### src/design/kll_pkg.sv
// shared types and constants of the keyed linked list engine
// no dependencies
package kll_pkg;

   localparam int CAPACITY_DEF     = 16;
   localparam int KEY_BITS_DEF     = 16;
   localparam int PAYLOAD_BITS_DEF = 32;

   localparam int OP_BITS     = 3;
   localparam int STATUS_BITS = 2;

   // operation codes
   localparam logic [OP_BITS-1:0] OP_PUSH_FRONT   = 3'd0;
   localparam logic [OP_BITS-1:0] OP_PUSH_BACK    = 3'd1;
   localparam logic [OP_BITS-1:0] OP_POP_FRONT    = 3'd2;
   localparam logic [OP_BITS-1:0] OP_POP_BACK     = 3'd3;
   localparam logic [OP_BITS-1:0] OP_INSERT_AFTER = 3'd4;
   localparam logic [OP_BITS-1:0] OP_REMOVE_KEY   = 3'd5;
   localparam logic [OP_BITS-1:0] OP_LOOKUP       = 3'd6;

   typedef enum logic [STATUS_BITS-1:0] {
      ST_OK    = 2'd0,
      ST_NOMEM = 2'd1,
      ST_EMPTY = 2'd2,
      ST_NOKEY = 2'd3
   } status_type;

   // result handoff from the sequencer to the output stage
   typedef struct packed {
      logic       valid;
      status_type status;
   } res_flags_type;

endpackage

### src/design/kll_ram.sv
// simple dual port ram, one write and one registered read per cycle
// no dependencies
module kll_ram #(
   parameter int WIDTH = 8,
   parameter int DEPTH = 16
) (
   input  logic                     clock,
   input  logic                     wr_en,
   input  logic [$clog2(DEPTH)-1:0] wr_addr,
   input  logic [WIDTH-1:0]         wr_data,
   input  logic                     rd_en,
   input  logic [$clog2(DEPTH)-1:0] rd_addr,
   output logic [WIDTH-1:0]         rd_data
);

   logic [WIDTH-1:0] mem [DEPTH];
   logic [WIDTH-1:0] rd_data_ff;

   always_ff @(posedge clock) begin
      if (wr_en) begin
         mem[wr_addr] <= wr_data;
      end
      if (rd_en) begin
         rd_data_ff <= mem[rd_addr];
      end
   end

   assign rd_data = rd_data_ff;

endmodule

### src/design/kll_ctrl.sv
// list sequencer: allocation, list walk and link updates over the node rams
// depends on kll_pkg
module kll_ctrl #(
   parameter int CAPACITY     = kll_pkg::CAPACITY_DEF,
   parameter int KEY_BITS     = kll_pkg::KEY_BITS_DEF,
   parameter int PAYLOAD_BITS = kll_pkg::PAYLOAD_BITS_DEF,
   localparam int IW = $clog2(CAPACITY),
   localparam int LW = $clog2(CAPACITY + 1),
   localparam int DW = KEY_BITS + PAYLOAD_BITS
) (
   input  logic                         clock,
   input  logic                         reset,
   // request side
   input  logic                         req_valid,
   output logic                         req_ready,
   input  logic [kll_pkg::OP_BITS-1:0]  req_op,
   input  logic [KEY_BITS-1:0]          req_item_key,
   input  logic [PAYLOAD_BITS-1:0]      req_item_payload,
   input  logic [KEY_BITS-1:0]          req_target_key,
   // result side
   output kll_pkg::res_flags_type       res_flags,
   input  logic                         res_ready,
   output logic [KEY_BITS-1:0]          res_key,
   output logic [PAYLOAD_BITS-1:0]      res_payload,
   output logic [LW-1:0]                res_count,
   // node data ram
   output logic                         data_wr_en,
   output logic [IW-1:0]                data_wr_addr,
   output logic [DW-1:0]                data_wr_data,
   output logic                         data_rd_en,
   output logic [IW-1:0]                data_rd_addr,
   input  logic [DW-1:0]                data_rd_data,
   // node link ram
   output logic                         link_wr_en,
   output logic [IW-1:0]                link_wr_addr,
   output logic [LW-1:0]                link_wr_data,
   output logic                         link_rd_en,
   output logic [IW-1:0]                link_rd_addr,
   input  logic [LW-1:0]                link_rd_data
);

   localparam logic [LW-1:0] NULL_LINK = LW'(CAPACITY);

   typedef enum logic [4:0] {
      S_IDLE     = 5'b00001,
      S_DISPATCH = 5'b00010,
      S_WALK     = 5'b00100,
      S_FIX      = 5'b01000,
      S_RESP     = 5'b10000
   } state_type;

   typedef enum logic [1:0] {
      WALK_FIRST = 2'd0,
      WALK_TAIL  = 2'd1,
      WALK_KEY   = 2'd2
   } walk_type;

   state_type state_ff, state_in;
   logic [LW-1:0] head_ff, head_in;
   logic [LW-1:0] free_head_ff, free_head_in;
   logic [LW-1:0] fresh_ff, fresh_in;
   logic [LW-1:0] total_ff, total_in;

   walk_type mode_ff, mode_in;
   logic [kll_pkg::OP_BITS-1:0] op_ff, op_in;
   logic [KEY_BITS-1:0] ikey_ff, ikey_in;
   logic [PAYLOAD_BITS-1:0] ipay_ff, ipay_in;
   logic [KEY_BITS-1:0] tkey_ff, tkey_in;
   logic [LW-1:0] cur_ff, cur_in;
   logic [LW-1:0] prev_ff, prev_in;
   logic [LW-1:0] alloc_next_ff, alloc_next_in;
   logic [IW-1:0] fix_addr_ff, fix_addr_in;
   logic [LW-1:0] fix_val_ff, fix_val_in;
   kll_pkg::status_type res_status_ff, res_status_in;
   logic [KEY_BITS-1:0] res_key_ff, res_key_in;
   logic [PAYLOAD_BITS-1:0] res_pay_ff, res_pay_in;

   logic fresh_avail;
   logic free_avail;
   logic pool_full;
   logic head_empty;
   logic [IW-1:0] new_node;
   logic [KEY_BITS-1:0] rd_key;
   logic [PAYLOAD_BITS-1:0] rd_pay;
   logic hit;

   // never-used nodes are handed out first, then the free chain threaded through links
   assign fresh_avail = (fresh_ff != NULL_LINK);
   assign free_avail  = (free_head_ff != NULL_LINK);
   assign pool_full   = !fresh_avail && !free_avail;
   assign head_empty  = (head_ff == NULL_LINK);
   assign new_node    = fresh_avail ? fresh_ff[IW-1:0] : free_head_ff[IW-1:0];

   assign rd_key = data_rd_data[KEY_BITS-1:0];
   assign rd_pay = data_rd_data[DW-1:KEY_BITS];

   always_comb begin
      unique case (mode_ff)
         WALK_FIRST: hit = 1'b1;
         WALK_TAIL:  hit = (link_rd_data == NULL_LINK);
         WALK_KEY:   hit = (rd_key == tkey_ff);
         default:    hit = 1'b1;
      endcase
   end

   always_comb begin
      state_in      = state_ff;
      head_in       = head_ff;
      free_head_in  = free_head_ff;
      fresh_in      = fresh_ff;
      total_in      = total_ff;
      mode_in       = mode_ff;
      op_in         = op_ff;
      ikey_in       = ikey_ff;
      ipay_in       = ipay_ff;
      tkey_in       = tkey_ff;
      cur_in        = cur_ff;
      prev_in       = prev_ff;
      alloc_next_in = alloc_next_ff;
      fix_addr_in   = fix_addr_ff;
      fix_val_in    = fix_val_ff;
      res_status_in = res_status_ff;
      res_key_in    = res_key_ff;
      res_pay_in    = res_pay_ff;

      data_wr_en   = 1'b0;
      data_wr_addr = new_node;
      data_wr_data = {ipay_ff, ikey_ff};
      data_rd_en   = 1'b0;
      data_rd_addr = head_ff[IW-1:0];
      link_wr_en   = 1'b0;
      link_wr_addr = new_node;
      link_wr_data = NULL_LINK;
      link_rd_en   = 1'b0;
      link_rd_addr = head_ff[IW-1:0];

      unique case (state_ff)
         S_IDLE: begin
            // prefetch the successor of the free chain head for a possible allocation
            link_rd_en   = free_avail;
            link_rd_addr = free_head_ff[IW-1:0];
            if (req_valid) begin
               op_in    = req_op;
               ikey_in  = req_item_key;
               ipay_in  = req_item_payload;
               tkey_in  = req_target_key;
               state_in = S_DISPATCH;
            end
         end

         S_DISPATCH: begin
            res_status_in = kll_pkg::ST_OK;
            res_key_in    = '0;
            res_pay_in    = '0;
            alloc_next_in = link_rd_data;
            cur_in        = head_ff;
            prev_in       = NULL_LINK;
            state_in      = S_RESP;
            unique case (op_ff)
               kll_pkg::OP_PUSH_FRONT, kll_pkg::OP_PUSH_BACK: begin
                  if (pool_full) begin
                     res_status_in = kll_pkg::ST_NOMEM;
                  end else begin
                     data_wr_en   = 1'b1;
                     link_wr_en   = 1'b1;
                     if (op_ff == kll_pkg::OP_PUSH_FRONT || head_empty) begin
                        link_wr_data = head_ff;
                        head_in      = LW'(new_node);
                        if (fresh_avail) begin
                           fresh_in = fresh_ff + 1'b1;
                        end else begin
                           free_head_in = link_rd_data;
                        end
                        total_in = total_ff + 1'b1;
                     end else begin
                        // new tail gets a null link now, the old tail is patched later
                        link_wr_data = NULL_LINK;
                        data_rd_en   = 1'b1;
                        link_rd_en   = 1'b1;
                        mode_in      = WALK_TAIL;
                        state_in     = S_WALK;
                     end
                  end
               end
               kll_pkg::OP_POP_FRONT, kll_pkg::OP_POP_BACK: begin
                  if (head_empty) begin
                     res_status_in = kll_pkg::ST_EMPTY;
                  end else begin
                     data_rd_en = 1'b1;
                     link_rd_en = 1'b1;
                     mode_in    = (op_ff == kll_pkg::OP_POP_FRONT) ? WALK_FIRST : WALK_TAIL;
                     state_in   = S_WALK;
                  end
               end
               kll_pkg::OP_INSERT_AFTER, kll_pkg::OP_REMOVE_KEY, kll_pkg::OP_LOOKUP: begin
                  if (head_empty) begin
                     res_status_in = kll_pkg::ST_NOKEY;
                  end else begin
                     // the candidate node is free, so writing its data early is harmless
                     data_wr_en = (op_ff == kll_pkg::OP_INSERT_AFTER) && !pool_full;
                     data_rd_en = 1'b1;
                     link_rd_en = 1'b1;
                     mode_in    = WALK_KEY;
                     state_in   = S_WALK;
                  end
               end
               default: begin
               end
            endcase
         end

         S_WALK: begin
            data_rd_addr = link_rd_data[IW-1:0];
            link_rd_addr = link_rd_data[IW-1:0];
            if (hit) begin
               state_in = S_RESP;
               unique case (op_ff)
                  kll_pkg::OP_PUSH_BACK: begin
                     link_wr_en   = 1'b1;
                     link_wr_addr = cur_ff[IW-1:0];
                     link_wr_data = LW'(new_node);
                     if (fresh_avail) begin
                        fresh_in = fresh_ff + 1'b1;
                     end else begin
                        free_head_in = alloc_next_ff;
                     end
                     total_in = total_ff + 1'b1;
                  end
                  kll_pkg::OP_POP_FRONT, kll_pkg::OP_POP_BACK, kll_pkg::OP_REMOVE_KEY: begin
                     res_key_in   = rd_key;
                     res_pay_in   = rd_pay;
                     // unlinked node goes on top of the free chain
                     link_wr_en   = 1'b1;
                     link_wr_addr = cur_ff[IW-1:0];
                     link_wr_data = free_head_ff;
                     free_head_in = cur_ff;
                     if (total_ff != '0) begin
                        total_in = total_ff - 1'b1;
                     end
                     if (prev_ff == NULL_LINK) begin
                        head_in = link_rd_data;
                     end else begin
                        fix_addr_in = prev_ff[IW-1:0];
                        fix_val_in  = link_rd_data;
                        state_in    = S_FIX;
                     end
                  end
                  kll_pkg::OP_INSERT_AFTER: begin
                     if (pool_full) begin
                        res_status_in = kll_pkg::ST_NOMEM;
                     end else begin
                        link_wr_en   = 1'b1;
                        link_wr_addr = cur_ff[IW-1:0];
                        link_wr_data = LW'(new_node);
                        fix_addr_in  = new_node;
                        fix_val_in   = link_rd_data;
                        if (fresh_avail) begin
                           fresh_in = fresh_ff + 1'b1;
                        end else begin
                           free_head_in = alloc_next_ff;
                        end
                        total_in = total_ff + 1'b1;
                        state_in = S_FIX;
                     end
                  end
                  kll_pkg::OP_LOOKUP: begin
                     res_key_in = rd_key;
                     res_pay_in = rd_pay;
                  end
                  default: begin
                  end
               endcase
            end else if (mode_ff == WALK_KEY && link_rd_data == NULL_LINK) begin
               res_status_in = kll_pkg::ST_NOKEY;
               state_in      = S_RESP;
            end else begin
               // step to the successor, its read goes out this cycle
               data_rd_en = 1'b1;
               link_rd_en = 1'b1;
               prev_in    = cur_ff;
               cur_in     = link_rd_data;
            end
         end

         S_FIX: begin
            link_wr_en   = 1'b1;
            link_wr_addr = fix_addr_ff;
            link_wr_data = fix_val_ff;
            state_in     = S_RESP;
         end

         S_RESP: begin
            if (res_ready) begin
               state_in = S_IDLE;
            end
         end

         default: begin
            state_in = S_IDLE;
         end
      endcase
   end

   always_ff @(posedge clock) begin
      if (reset) begin
         state_ff     <= S_IDLE;
         head_ff      <= NULL_LINK;
         free_head_ff <= NULL_LINK;
         fresh_ff     <= '0;
         total_ff     <= '0;
      end else begin
         state_ff     <= state_in;
         head_ff      <= head_in;
         free_head_ff <= free_head_in;
         fresh_ff     <= fresh_in;
         total_ff     <= total_in;
      end
   end

   always_ff @(posedge clock) begin
      mode_ff       <= mode_in;
      op_ff         <= op_in;
      ikey_ff       <= ikey_in;
      ipay_ff       <= ipay_in;
      tkey_ff       <= tkey_in;
      cur_ff        <= cur_in;
      prev_ff       <= prev_in;
      alloc_next_ff <= alloc_next_in;
      fix_addr_ff   <= fix_addr_in;
      fix_val_ff    <= fix_val_in;
      res_status_ff <= res_status_in;
      res_key_ff    <= res_key_in;
      res_pay_ff    <= res_pay_in;
   end

   assign req_ready        = (state_ff == S_IDLE);
   assign res_flags.valid  = (state_ff == S_RESP);
   assign res_flags.status = res_status_ff;
   assign res_key          = res_key_ff;
   assign res_payload      = res_pay_ff;
   assign res_count        = total_ff;

endmodule

### src/design/keyed_linked_list_engine.sv
// keyed linked list engine top: sequencer, node data and link rams, response register
// the list walk visits one node per cycle over the link ram; a new request is taken only
//   once the sequencer is idle again, after the previous result went to the response register
// reset: synchronous active high; list empty, all nodes free, response channel empty
// depends on kll_pkg, kll_ctrl and kll_ram
module keyed_linked_list_engine #(
   parameter int CAPACITY     = kll_pkg::CAPACITY_DEF,
   parameter int KEY_BITS     = kll_pkg::KEY_BITS_DEF,
   parameter int PAYLOAD_BITS = kll_pkg::PAYLOAD_BITS_DEF,
   localparam int LW       = $clog2(CAPACITY + 1),
   localparam int REQ_BITS = kll_pkg::OP_BITS + 2 * KEY_BITS + PAYLOAD_BITS,
   localparam int REQ_W    = ((REQ_BITS + 7) / 8) * 8,
   localparam int RSP_BITS = kll_pkg::STATUS_BITS + KEY_BITS + PAYLOAD_BITS + LW,
   localparam int RSP_W    = ((RSP_BITS + 7) / 8) * 8
) (
   input  logic             clock,
   input  logic             reset,
   input  logic             req_tvalid,
   output logic             req_tready,
   // op, item_key, item_payload, target_key (lowest bit up), zero padded
   input  logic [REQ_W-1:0] req_tdata,
   output logic             rsp_tvalid,
   input  logic             rsp_tready,
   // status, out_key, out_payload, node_count (lowest bit up), zero padded
   output logic [RSP_W-1:0] rsp_tdata
);

   localparam int IW = $clog2(CAPACITY);
   localparam int DW = KEY_BITS + PAYLOAD_BITS;

   // request field offsets
   localparam int IKEY_LO = kll_pkg::OP_BITS;
   localparam int IPAY_LO = IKEY_LO + KEY_BITS;
   localparam int TKEY_LO = IPAY_LO + PAYLOAD_BITS;

   kll_pkg::res_flags_type res_flags;
   logic res_ready;
   logic [KEY_BITS-1:0] res_key;
   logic [PAYLOAD_BITS-1:0] res_payload;
   logic [LW-1:0] res_count;

   logic data_wr_en, data_rd_en, link_wr_en, link_rd_en;
   logic [IW-1:0] data_wr_addr, data_rd_addr, link_wr_addr, link_rd_addr;
   logic [DW-1:0] data_wr_data, data_rd_data;
   logic [LW-1:0] link_wr_data, link_rd_data;

   logic rsp_valid_ff, rsp_valid_in;
   logic [RSP_W-1:0] rsp_data_ff, rsp_data_in;
   logic rsp_load;

   // sequencer owns the list state: head, free chain, fresh count and node total
   kll_ctrl #(
      .CAPACITY     (CAPACITY),
      .KEY_BITS     (KEY_BITS),
      .PAYLOAD_BITS (PAYLOAD_BITS)
   ) u_kll_ctrl (
      .clock            (clock),
      .reset            (reset),
      .req_valid        (req_tvalid),
      .req_ready        (req_tready),
      .req_op           (req_tdata[kll_pkg::OP_BITS-1:0]),
      .req_item_key     (req_tdata[IKEY_LO +: KEY_BITS]),
      .req_item_payload (req_tdata[IPAY_LO +: PAYLOAD_BITS]),
      .req_target_key   (req_tdata[TKEY_LO +: KEY_BITS]),
      .res_flags        (res_flags),
      .res_ready        (res_ready),
      .res_key          (res_key),
      .res_payload      (res_payload),
      .res_count        (res_count),
      .data_wr_en       (data_wr_en),
      .data_wr_addr     (data_wr_addr),
      .data_wr_data     (data_wr_data),
      .data_rd_en       (data_rd_en),
      .data_rd_addr     (data_rd_addr),
      .data_rd_data     (data_rd_data),
      .link_wr_en       (link_wr_en),
      .link_wr_addr     (link_wr_addr),
      .link_wr_data     (link_wr_data),
      .link_rd_en       (link_rd_en),
      .link_rd_addr     (link_rd_addr),
      .link_rd_data     (link_rd_data)
   );

   // key and payload of every node, key in the low bits
   kll_ram #(
      .WIDTH (DW),
      .DEPTH (CAPACITY)
   ) u_kll_data_ram (
      .clock   (clock),
      .wr_en   (data_wr_en),
      .wr_addr (data_wr_addr),
      .wr_data (data_wr_data),
      .rd_en   (data_rd_en),
      .rd_addr (data_rd_addr),
      .rd_data (data_rd_data)
   );

   // next link of every node, CAPACITY marks the end; free nodes chain through it too
   kll_ram #(
      .WIDTH (LW),
      .DEPTH (CAPACITY)
   ) u_kll_link_ram (
      .clock   (clock),
      .wr_en   (link_wr_en),
      .wr_addr (link_wr_addr),
      .wr_data (link_wr_data),
      .rd_en   (link_rd_en),
      .rd_addr (link_rd_addr),
      .rd_data (link_rd_data)
   );

   // response register: takes a new result when empty or being drained
   assign res_ready = !rsp_valid_ff || rsp_tready;
   assign rsp_load  = res_flags.valid && res_ready;

   always_comb begin
      rsp_valid_in = rsp_valid_ff;
      rsp_data_in  = rsp_data_ff;
      if (rsp_load) begin
         rsp_valid_in = 1'b1;
         rsp_data_in  = RSP_W'({res_count, res_payload, res_key, res_flags.status});
      end else if (rsp_tready) begin
         rsp_valid_in = 1'b0;
      end
   end

   always_ff @(posedge clock) begin
      if (reset) begin
         rsp_valid_ff <= 1'b0;
      end else begin
         rsp_valid_ff <= rsp_valid_in;
      end
   end

   always_ff @(posedge clock) begin
      rsp_data_ff <= rsp_data_in;
   end

   assign rsp_tvalid = rsp_valid_ff;
   assign rsp_tdata  = rsp_data_ff;

endmodule

### config.mk
export PLATFORM = sky130hd
export DESIGN_NAME = keyed_linked_list_engine
export DESIGN_NICKNAME = d
export VERILOG_FILES = /design/src/design/kll_pkg.sv /design/src/design/kll_ram.sv /design/src/design/kll_ctrl.sv /design/src/design/keyed_linked_list_engine.sv
export SDC_FILE = /design/constraint.sdc
export NUM_CORES = 1
export LEC_CHECK = 0
export ABC_AREA = 1
export CORE_MARGIN = 2
export CORE_UTILIZATION = 40
export DETAILED_ROUTE_END_ITERATION = 7
export DONT_BUFFER_PORTS = 1
export HOLD_SLACK_MARGIN = 0.15
export PLACE_DENSITY_LB_ADDON = 0.2
export SYNTH_ARGS = -nofsm -noshare
export SYNTH_HDL_FRONTEND = slang
export SYNTH_SLANG_ARGS = --single-unit
### constraint.sdc
create_clock -name clock -period 6.35 [get_ports clock]
set_clock_uncertainty 0.15 [all_clocks]
set_input_delay 0.635 -clock clock [delete_from_list [all_inputs] [get_ports clock]]
set_output_delay 0.635 -clock clock [all_outputs]
set_load 0.02 [all_outputs]
==> results of run 1 <==
## metrics by stage
step	hold slack, ns	cells	power [W]	instance area, um^2	setup slack, ns
final	0.2702	4851	0.01571	50560	2.092
after global routing	0.2783	4851	0.01622	50560	1.782
after CTS	0.2707	4850	0.01586	50550	2.066
after detailed placement	0.2570	4560	0.009063	46050	2.081
after global placement	0.2552	4560	0.009038	46050	2.131
after floorplan	0.2503	3215	0.008865	44450	0.9137
## logic make-up after synthesis
family | after synthesis | synth area share, %
AND/OR/NAND/NOR | 964 | 9.575
adder cells (fa/ha/maj) | 7 | 0.1970
flip-flops | 1125 | 75.41
AO/OA/AOI/OAI | 698 | 10.55
XOR/XNOR | 15 | 0.2955
other | 1 | 0.008436
buffers and inverters | 405 | 3.960
## metal layers
layer,global-route usage [%],vias to the layer above,part of all wire [%]
met5,0,-,0.079
met1,27.39,13180,45
met3,2.914,184,6.0
met2,31.52,837,47
li1,-,11950,-
met4,5.608,12,2.1
## power groups by stage
stage          clock network, W  registers, W  logic, W
4_1_cts                 0.00691       0.00851  0.000436
2_1_floorplan                 0       0.00860  0.000264
3_5_place_dp                  0       0.00867  0.000395
3_3_place_gp                  0       0.00865  0.000387
6_report                0.00676       0.00851  0.000433
5_1_grt                 0.00721       0.00853  0.000479
## cells in the final DEF, fill, tap and decap left out, types with 29 or more instances in the layout
cell / instances
sky130_fd_sc_hd__dlygate4sd3_1: 70
sky130_fd_sc_hd__o211ai_1: 297
sky130_fd_sc_hd__a21oi_1: 29
sky130_fd_sc_hd__or2_2: 62
sky130_fd_sc_hd__edfxtp_1: 1099
sky130_fd_sc_hd__or2_1: 32
sky130_fd_sc_hd__clkinv_1: 38
sky130_fd_sc_hd__nand2_1: 286
sky130_fd_sc_hd__clkbuf_16: 120
sky130_fd_sc_hd__nand3_1: 170
sky130_fd_sc_hd__or2_0: 51
sky130_fd_sc_hd__nor2_1: 321
sky130_fd_sc_hd__o221ai_1: 49
sky130_fd_sc_hd__buf_4: 33
sky130_fd_sc_hd__o21ai_0: 275
sky130_fd_sc_hd__inv_1: 209
## worst register-to-register path: stages, from the launching register on
cell and delay, ns:
sky130_fd_sc_hd__dfxtp_1 0.32, sky130_fd_sc_hd__nor2_2 0.16, sky130_fd_sc_hd__nand2_1 0.10, sky130_fd_sc_hd__nor2_2 0.61
sky130_fd_sc_hd__buf_4 0.36, sky130_fd_sc_hd__nand3_1 0.44, sky130_fd_sc_hd__inv_1 0.13, sky130_fd_sc_hd__o21ai_0 0.37
sky130_fd_sc_hd__nand2_4 0.62, sky130_fd_sc_hd__buf_4 0.62
## final cells by class
class	count	area [um^2]	area share (%)
sequential	1125	33520	66.31
multi-input combinational	1685	9378	18.55
clock buffer	144	3093	6.118
tap	1488	1862	3.683
timing repair buffer	113	1149	2.272
inverter	219	844.6	1.671
clock inverter	76	706.9	1.398
antenna	1	2.502	0.004950
## cells in the mapped netlist, types with 2 or more instances
| cell type | n |
|---|---|
| sky130_fd_sc_hd__edfxtp_1 | 1099 |
| sky130_fd_sc_hd__nor2_1 | 339 |
| sky130_fd_sc_hd__o211ai_1 | 297 |
| sky130_fd_sc_hd__nand2_1 | 287 |
| sky130_fd_sc_hd__o21ai_0 | 276 |
| sky130_fd_sc_hd__inv_1 | 211 |
| sky130_fd_sc_hd__nand3_1 | 170 |
| sky130_fd_sc_hd__clkbuf_1 | 106 |
| sky130_fd_sc_hd__or2_2 | 62 |
| sky130_fd_sc_hd__o221ai_1 | 52 |
| sky130_fd_sc_hd__or2_0 | 51 |
| sky130_fd_sc_hd__buf_2 | 44 |
| sky130_fd_sc_hd__or2_1 | 32 |
| sky130_fd_sc_hd__a21oi_1 | 29 |
| sky130_fd_sc_hd__o211ai_2 | 28 |
| sky130_fd_sc_hd__dfxtp_1 | 26 |
| sky130_fd_sc_hd__buf_6 | 18 |
| sky130_fd_sc_hd__buf_4 | 12 |
| sky130_fd_sc_hd__nand4_1 | 9 |
| sky130_fd_sc_hd__xor2_1 | 9 |
| sky130_fd_sc_hd__ha_1 | 7 |
| sky130_fd_sc_hd__xnor2_1 | 6 |
| sky130_fd_sc_hd__inv_2 | 5 |
| sky130_fd_sc_hd__buf_1 | 4 |
| sky130_fd_sc_hd__nor2_2 | 4 |
| sky130_fd_sc_hd__nor3_1 | 4 |
| sky130_fd_sc_hd__o21ai_2 | 4 |
| sky130_fd_sc_hd__a221oi_1 | 2 |
| sky130_fd_sc_hd__clkbuf_2 | 2 |
| sky130_fd_sc_hd__clkinv_1 | 2 |
| sky130_fd_sc_hd__o21a_1 | 2 |
| sky130_fd_sc_hd__o21ai_1 | 2 |
## worst paths after layout
kind	startpoint	end	slack, ns	depth (start not counted)
worst max-delay path	u_kll_ctrl.state_ff[0]	u_kll_data_ram.rd_data[37]	2.09	9
worst min-delay path	u_kll_ctrl.res_key[7]	rsp_tdata[9]	0.27	0
worst max register to register	u_kll_ctrl.state_ff[0]	u_kll_data_ram.rd_data[37]	2.09	9
worst min register to register	u_kll_ctrl.res_key[7]	rsp_tdata[9]	0.27	0
## sequential cells by signal, summed over array words and instances, names as in the netlist, 16 cells and up
register,flops
u_kll_ctrl.res_payload,32
u_kll_data_ram.mem,768
u_kll_ctrl.ikey_ff,16
u_kll_link_ram.mem,80
u_kll_ctrl.res_key,16
u_kll_data_ram.rd_data,48
u_kll_ctrl.tkey_ff,16
rsp_tdata,55
u_kll_ctrl.ipay_ff,32
==> Flow_metrics.wiki, run 1 <==
{| class="wikitable"
! Metric !! Value
|-
| Hold/Removal Path Class || reg -> reg
|-
| Maximum Capacitance Violations || 0
|-
| Switching fraction of total power || around a fifth
|-
| Final period demand of the worst path || about 4.3 ns
|-
| Antenna-violating nets left || 0
|-
| Antenna violations before repair || 10
|-
| Wire length of the first global-routing pass || 164.8 mm
|-
| Critical path, cell by cell || nor2_2 > nand2_1 > nor2_2 > buf_4 > nand3_1 > inv_1 > o21ai_0 > nand2_4 > buf_4
|-
| Routed length per placed instance || 23.09 um
|-
| Total wire length || between 100 and 150 mm
|-
| Number of filler instances in the final layout || 9724
|-
| Number of H-tree levels || 3
|-
| I/O pin count || between 100 and 150
|-
| Routability-driven placement congestion ratio || 0.8476
|-
| CP arrival || around 4.4 ns
|-
| Power Internal || between 0.01 and 0.015 W
|-
| Core area || 0.1105 mm^2
|-
| Vias per inst || between 5 and 6
|-
| Area growth syn-to-layout || 13.73%
|-
| Upper clock frequency limit || 0.2348 GHz
|-
| Net switching power || around 0.0033 W
|-
| Top FF cell, synth || sky130_fd_sc_hd__edfxtp_1
|-
| RSZ-0062 raised after global routing || false
|-
| Critical path's slowest cell || sky130_fd_sc_hd__nand2_4
|-
| Via count of the first global-routing pass || around 26000
|-
| Final-report hold violation count || 0
|-
| Relative slew margins || 13.94%
|-
| Starting Density || around 40%
|-
| WS Path Type || reg -> reg
|-
| Synth area leader || sky130_fd_sc_hd__edfxtp_1
|-
| Number of instances resized during post-cts repair || 0
|-
| Mean instance size in the synthesized netlist || between 10 and 15 um^2
|-
| First-pass iteration count of the detailed router || 6
|-
| Worst IR Drop VDD || around 0.21 mV
|-
| Count of flip-flops with a built-in enable after synthesis || 1099
|-
| Power per cell area || around 310 mW/mm^2
|-
| Iter 0 DRT Violations || 2441
|-
| Fraction of synthesis flops using an asynchronous set or reset pin || 0%
|-
| Port bufs || 0
|-
| Critical path endpoint category || flop
|-
| Share of the yosys chip area belonging to registers || approximately three quarters
|-
| Synthesized instance count || ~3200
|-
| TritonCTS Buffers || approximately 120
|-
| Period utilisation layout || about two thirds
|-
| Largest net degree at the start of global routing || just over 300
|-
| Total global routing track utilization || 19.48%
|-
| Maximum net fanout on the critical path || 26
|-
| Sort of element at the start of the critical path || flop
|-
| Post-synthesis net count || between 3000 and 4000
|-
| Portion of total power attributed to the clock network || between 40% and 50%
|-
| Total of flip-flops plus latches after synthesis || 1125
|-
| TritonCTS clock tree || built
|-
| Global route overflow || 0
|-
| Clock slew seen by the registers of the worst setup and hold paths || 0.06 ns
|-
| Nets@finish || ~3300
|-
| Final design utilization || a little under half
|-
| Die height || approximately 340 um
|-
| Worst Tran Pin Value || roughly 1.3 ns
|-
| Setup repair bufs after CTS || 0
|-
| Combinational cell fraction of total power || around 2.8%
|-
| Proportion of power drawn by flip-flops and latches || 54.2%
|-
| Number of placement rows || between 100 and 150
|-
| Total Negative Setup Slacks || 0 ns
|-
| Final-report setup violation count || 0
|-
| Die X || approximately 340 um
|-
| Leading post-synthesis cells by cell area || sky130_fd_sc_hd__edfxtp_1, sky130_fd_sc_hd__o211ai_1, sky130_fd_sc_hd__o21ai_0
|-
| Yosys Warn Count || 0
|-
| Die footprint || 0.1138 mm^2
|-
| Area fraction of the dominant cell type after synthesis || between 70 and 80%
|-
| Number of clock sinks || roughly 1100
|-
| Slowest cell delay on critical path || roughly 0.62 ns
|-
| Clk root buf || sky130_fd_sc_hd__clkbuf_16
|-
| Leakage power summed over all cells || 16.59 nW
|-
| Data required time at the worst endpoint || around 6.5 ns
|-
| Residual DRC count || 0
|-
| Number of hold-repair buffers added at the cts stage || 70
|-
| Share of layout cells above drive strength 1 || 10.05%
|-
| Via count || 26160
|-
| Final slew viol count || 0
|-
| Post-detail-place hpwl || ~57 mm
|-
| Sum of buffers and inverters on the critical path || 3
|-
| Status || finished clean
|-
| Unique masters post-synth || 46
|-
| Clock Tree Buf Depth || 3
|-
| Skew-Pair Late Insertion Delay || 0.71 ns
|-
| Top Family by Delay on Critical Path || simple AND/OR/NAND/NOR gates
|-
| Post-synth design cell area || 0.04445 mm^2
|}
Power figures use the tool's default switching activity.
==> run 2: changes to the inputs <==
Clock period 6.35 ns to 4.22 ns, I/O delays scaled along.
==> Flow_metrics.wiki, run 2 (same netlist as run 1, synthesis figures left out) <==
{| class="wikitable"
! Metric !! Value
|-
| Antenna-violating nets left || 0 (unchanged)
|-
| Final-report setup violation count || 0 (unchanged)
|-
| Critical path endpoint category || flop
|-
| Maximum Capacitance Violations || 0 (unchanged)
|-
| Skew-Pair Late Insertion Delay || 0.71 ns (about the same)
|-
| Clk root buf || sky130_fd_sc_hd__clkbuf_16
|-
| Area growth syn-to-layout || 15.51%
|-
| Via count of the first global-routing pass || 25960 (+0.60%)
|-
| Sort of element at the start of the critical path || flop
|-
| Critical path's slowest cell || sky130_fd_sc_hd__buf_4
|-
| Nets@finish || 3404 (+1.8%)
|-
| Met2 wirelength from detailed routing || 54.32 mm (+2.8%)
|-
| Residual DRC count || 0 (unchanged)
|-
| Start point of the worst hold path || req_tdata[16]
|-
| Relative slew margins || 29.03% (+15 points)
|-
| Maximum net fanout on the critical path || 111 (+330%)
|-
| Worst IR Drop VDD || 0.3326 mV (+57%)
|-
| Starting Density || 40.22% (unchanged)
|-
| Wire length of the first global-routing pass || 167.0 mm (+1.3%)
|-
| Vias per inst || 5.392 (about the same)
|-
| Die height || 337.4 um (unchanged)
|-
| Highest-count cells in the layout ignoring fill and taps || sky130_fd_sc_hd__edfxtp_1, sky130_fd_sc_hd__nor2_1, sky130_fd_sc_hd__o211ai_1
|-
| Worst Tran Pin Value || 1.065 ns (-0.2264 ns)
|-
| Port bufs || 0 (unchanged)
|-
| Final-report hold violation count || 0 (unchanged)
|-
| TritonCTS clock tree || built
|-
| Routability-driven placement congestion ratio || 0.8678 (+2.4%)
|-
| Worst path most repeated cell || sky130_fd_sc_hd__nand2_1
|-
| Total Negative Setup Slacks || 0 ns (unchanged)
|-
| Clock slew seen by the registers of the worst setup and hold paths || 0.06 ns (about the same)
|-
| Period utilisation layout || 80.11% (+13 points)
|-
| Total chip power || 0.02353 W (+50%)
|-
| Origin of the critical flop-to-flop path || u_kll_ctrl.state_ff[0]
|-
| Power per cell area || 458.3 mW/mm^2 (+48%)
|-
| Final slew viol count || 0 (unchanged)
|-
| Core area || 0.1105 mm^2 (unchanged)
|-
| Slowest cell delay on critical path || 0.84 ns (+0.22 ns)
|-
| Total routed wire length on the met1 layer || 50.41 mm (+0.85%)
|-
| Routed length per placed instance || 23.21 um (+0.54%)
|-
| Upper clock frequency limit || 0.2958 GHz (+26%)
|-
| RSZ-0062 raised after global routing || false
|-
| Data required time at the worst endpoint || 4.60 ns (-1.92 ns)
|-
| First-pass iteration count of the detailed router || 7 (+1)
|-
| Setup repair bufs after CTS || 0 (unchanged)
|-
| Total wire length || 114.0 mm (+1.8%)
|-
| Number of hold-repair buffers added at the cts stage || 77 (+10%)
|-
| WS Path Type || reg -> reg
|-
| Final period demand of the worst path || 3.381 ns (-0.8776 ns)
|-
| Post-Place Cells || 4613 (+1.2%)
|-
| Critical path, cell by cell || nor2_2 > nand2_1 > nor2_2 > nand2_1 > o21ai_4 > buf_4 > or2_2 > o211ai_1 > o211ai_1 > nand3_1 > nand2_1
|-
| Clock Tree Buf Depth || 3 (unchanged)
|-
| I/O pin count || 134 (unchanged)
|-
| Highest routed metal layer || met5
|-
| Least setup slack across all paths after layout || 0.8394 ns (-1.252 ns)
|-
| Number of placement rows || 122 (unchanged)
|-
| Dpl ws || 0.9204 ns (-1.160 ns)
|-
| Global route overflow || 0 (unchanged)
|-
| Die footprint || 0.1138 mm^2 (unchanged)
|-
| Worst slack on hold paths || 0.1949 ns (-0.07530 ns)
|-
| Die X || 337.4 um (unchanged)
|-
| Number of instances resized during post-cts repair || 0 (unchanged)
|-
| Via count || 26480 (+1.2%)
|-
| Total global routing track utilization || 19.87% (+0.39 points)
|-
| Register ranked first by flip-flop count || u_kll_data_ram.mem
|-
| Sum of buffers and inverters on the critical path || 1 (-2)
|-
| Leakage power summed over all cells || 16.95 nW (+2.1%)
|-
| Top Family by Delay on Critical Path || simple AND/OR/NAND/NOR gates
|-
| Flip-flop count of the largest register, all copies and words added || 768 (unchanged)
|-
| Share of layout cells above drive strength 1 || 11.40% (+1.3 points)
|-
| Startpoint of the worst setup timing path || u_kll_ctrl.state_ff[0]
|-
| Number of H-tree levels || 3 (unchanged)
|-
| Status || finished clean
|-
| Iter 0 DRT Violations || 2188 (-10%)
|-
| CP arrival || 3.76 ns (-0.67 ns)
|-
| Most common library cell in the layout ignoring fill and taps || sky130_fd_sc_hd__edfxtp_1
|-
| Post-detail-place hpwl || 60.97 mm (+6.3%)
|-
| Final Non-Filler Cells || 4910 (+1.2%)
|-
| Antenna violations before repair || 7 (-3)
|-
| Number of clock sinks || 1125 (unchanged)
|-
| TritonCTS Buffers || 117 (-0.85%)
|-
| Routed length on met3 || 6.470 mm (-4.0%)
|-
| Hold/Removal Path Class || in -> reg
|-
| Largest net degree at the start of global routing || 158 (-49%)
|}
[run 2: cell count changes in the layout (fill, tap and decap cells not counted), sizes merged]
| cell | previous run | this run |
|---|---|---|
| clkinv | 61 | 53 |
| bufinv | 12 | 10 |
| dlygate4sd3 | 70 | 77 |
| clkinvlp | 3 | 4 |
| clkbuf | 144 | 152 |
| buf | 43 | 96 |
[run 2: layout make-up]
cell class	instances	area, um^2
Inverter	219	840.8
Multi-Input combinational cell	1685	9378
Timing Repair Buffer	173	1992
Tap cell	1488	1862
Sequential cell	1125	33520
Antenna cell	1	2.502
Fill cell	9647	59170
Clock inverter	67	629.4
Clock buffer	152	3120
[run 2: path summary, 6_finish.rpt]
path | slack [ns] | end | cells after the start
min reg2reg | 0.25 | rsp_tdata[28] | 0
max | 0.84 | u_kll_data_ram.rd_data[16] | 11
min | 0.19 | u_kll_ctrl.ikey_ff[13] | 1
max reg2reg | 0.84 | u_kll_data_ram.rd_data[16] | 11
[run 2: report_power, final]
group	switching (W)	internal, W
registers	0.000255	0.0125
logic	0.000472	0.000205
clock network	0.00424	0.00581
total	0.00497	0.0186
[run 2: per-layer routing]
metal / track usage, % / vias to the layer above
li1: - / 12080
met1: 27.59 / 13370
met4: 5.797 / 8
met5: 0 / -
met3: 2.793 / 190
met2: 32.64 / 836
[run 2: through the flow]
stage | instance area (um^2) | util, %
after floorplan | 44450 | -
after global placement | 46820 | 42.37
after detailed placement | 46820 | 42.37
after CTS | 51340 | 46.46
after global routing | 51350 | 46.46
final | 51350 | 46.46
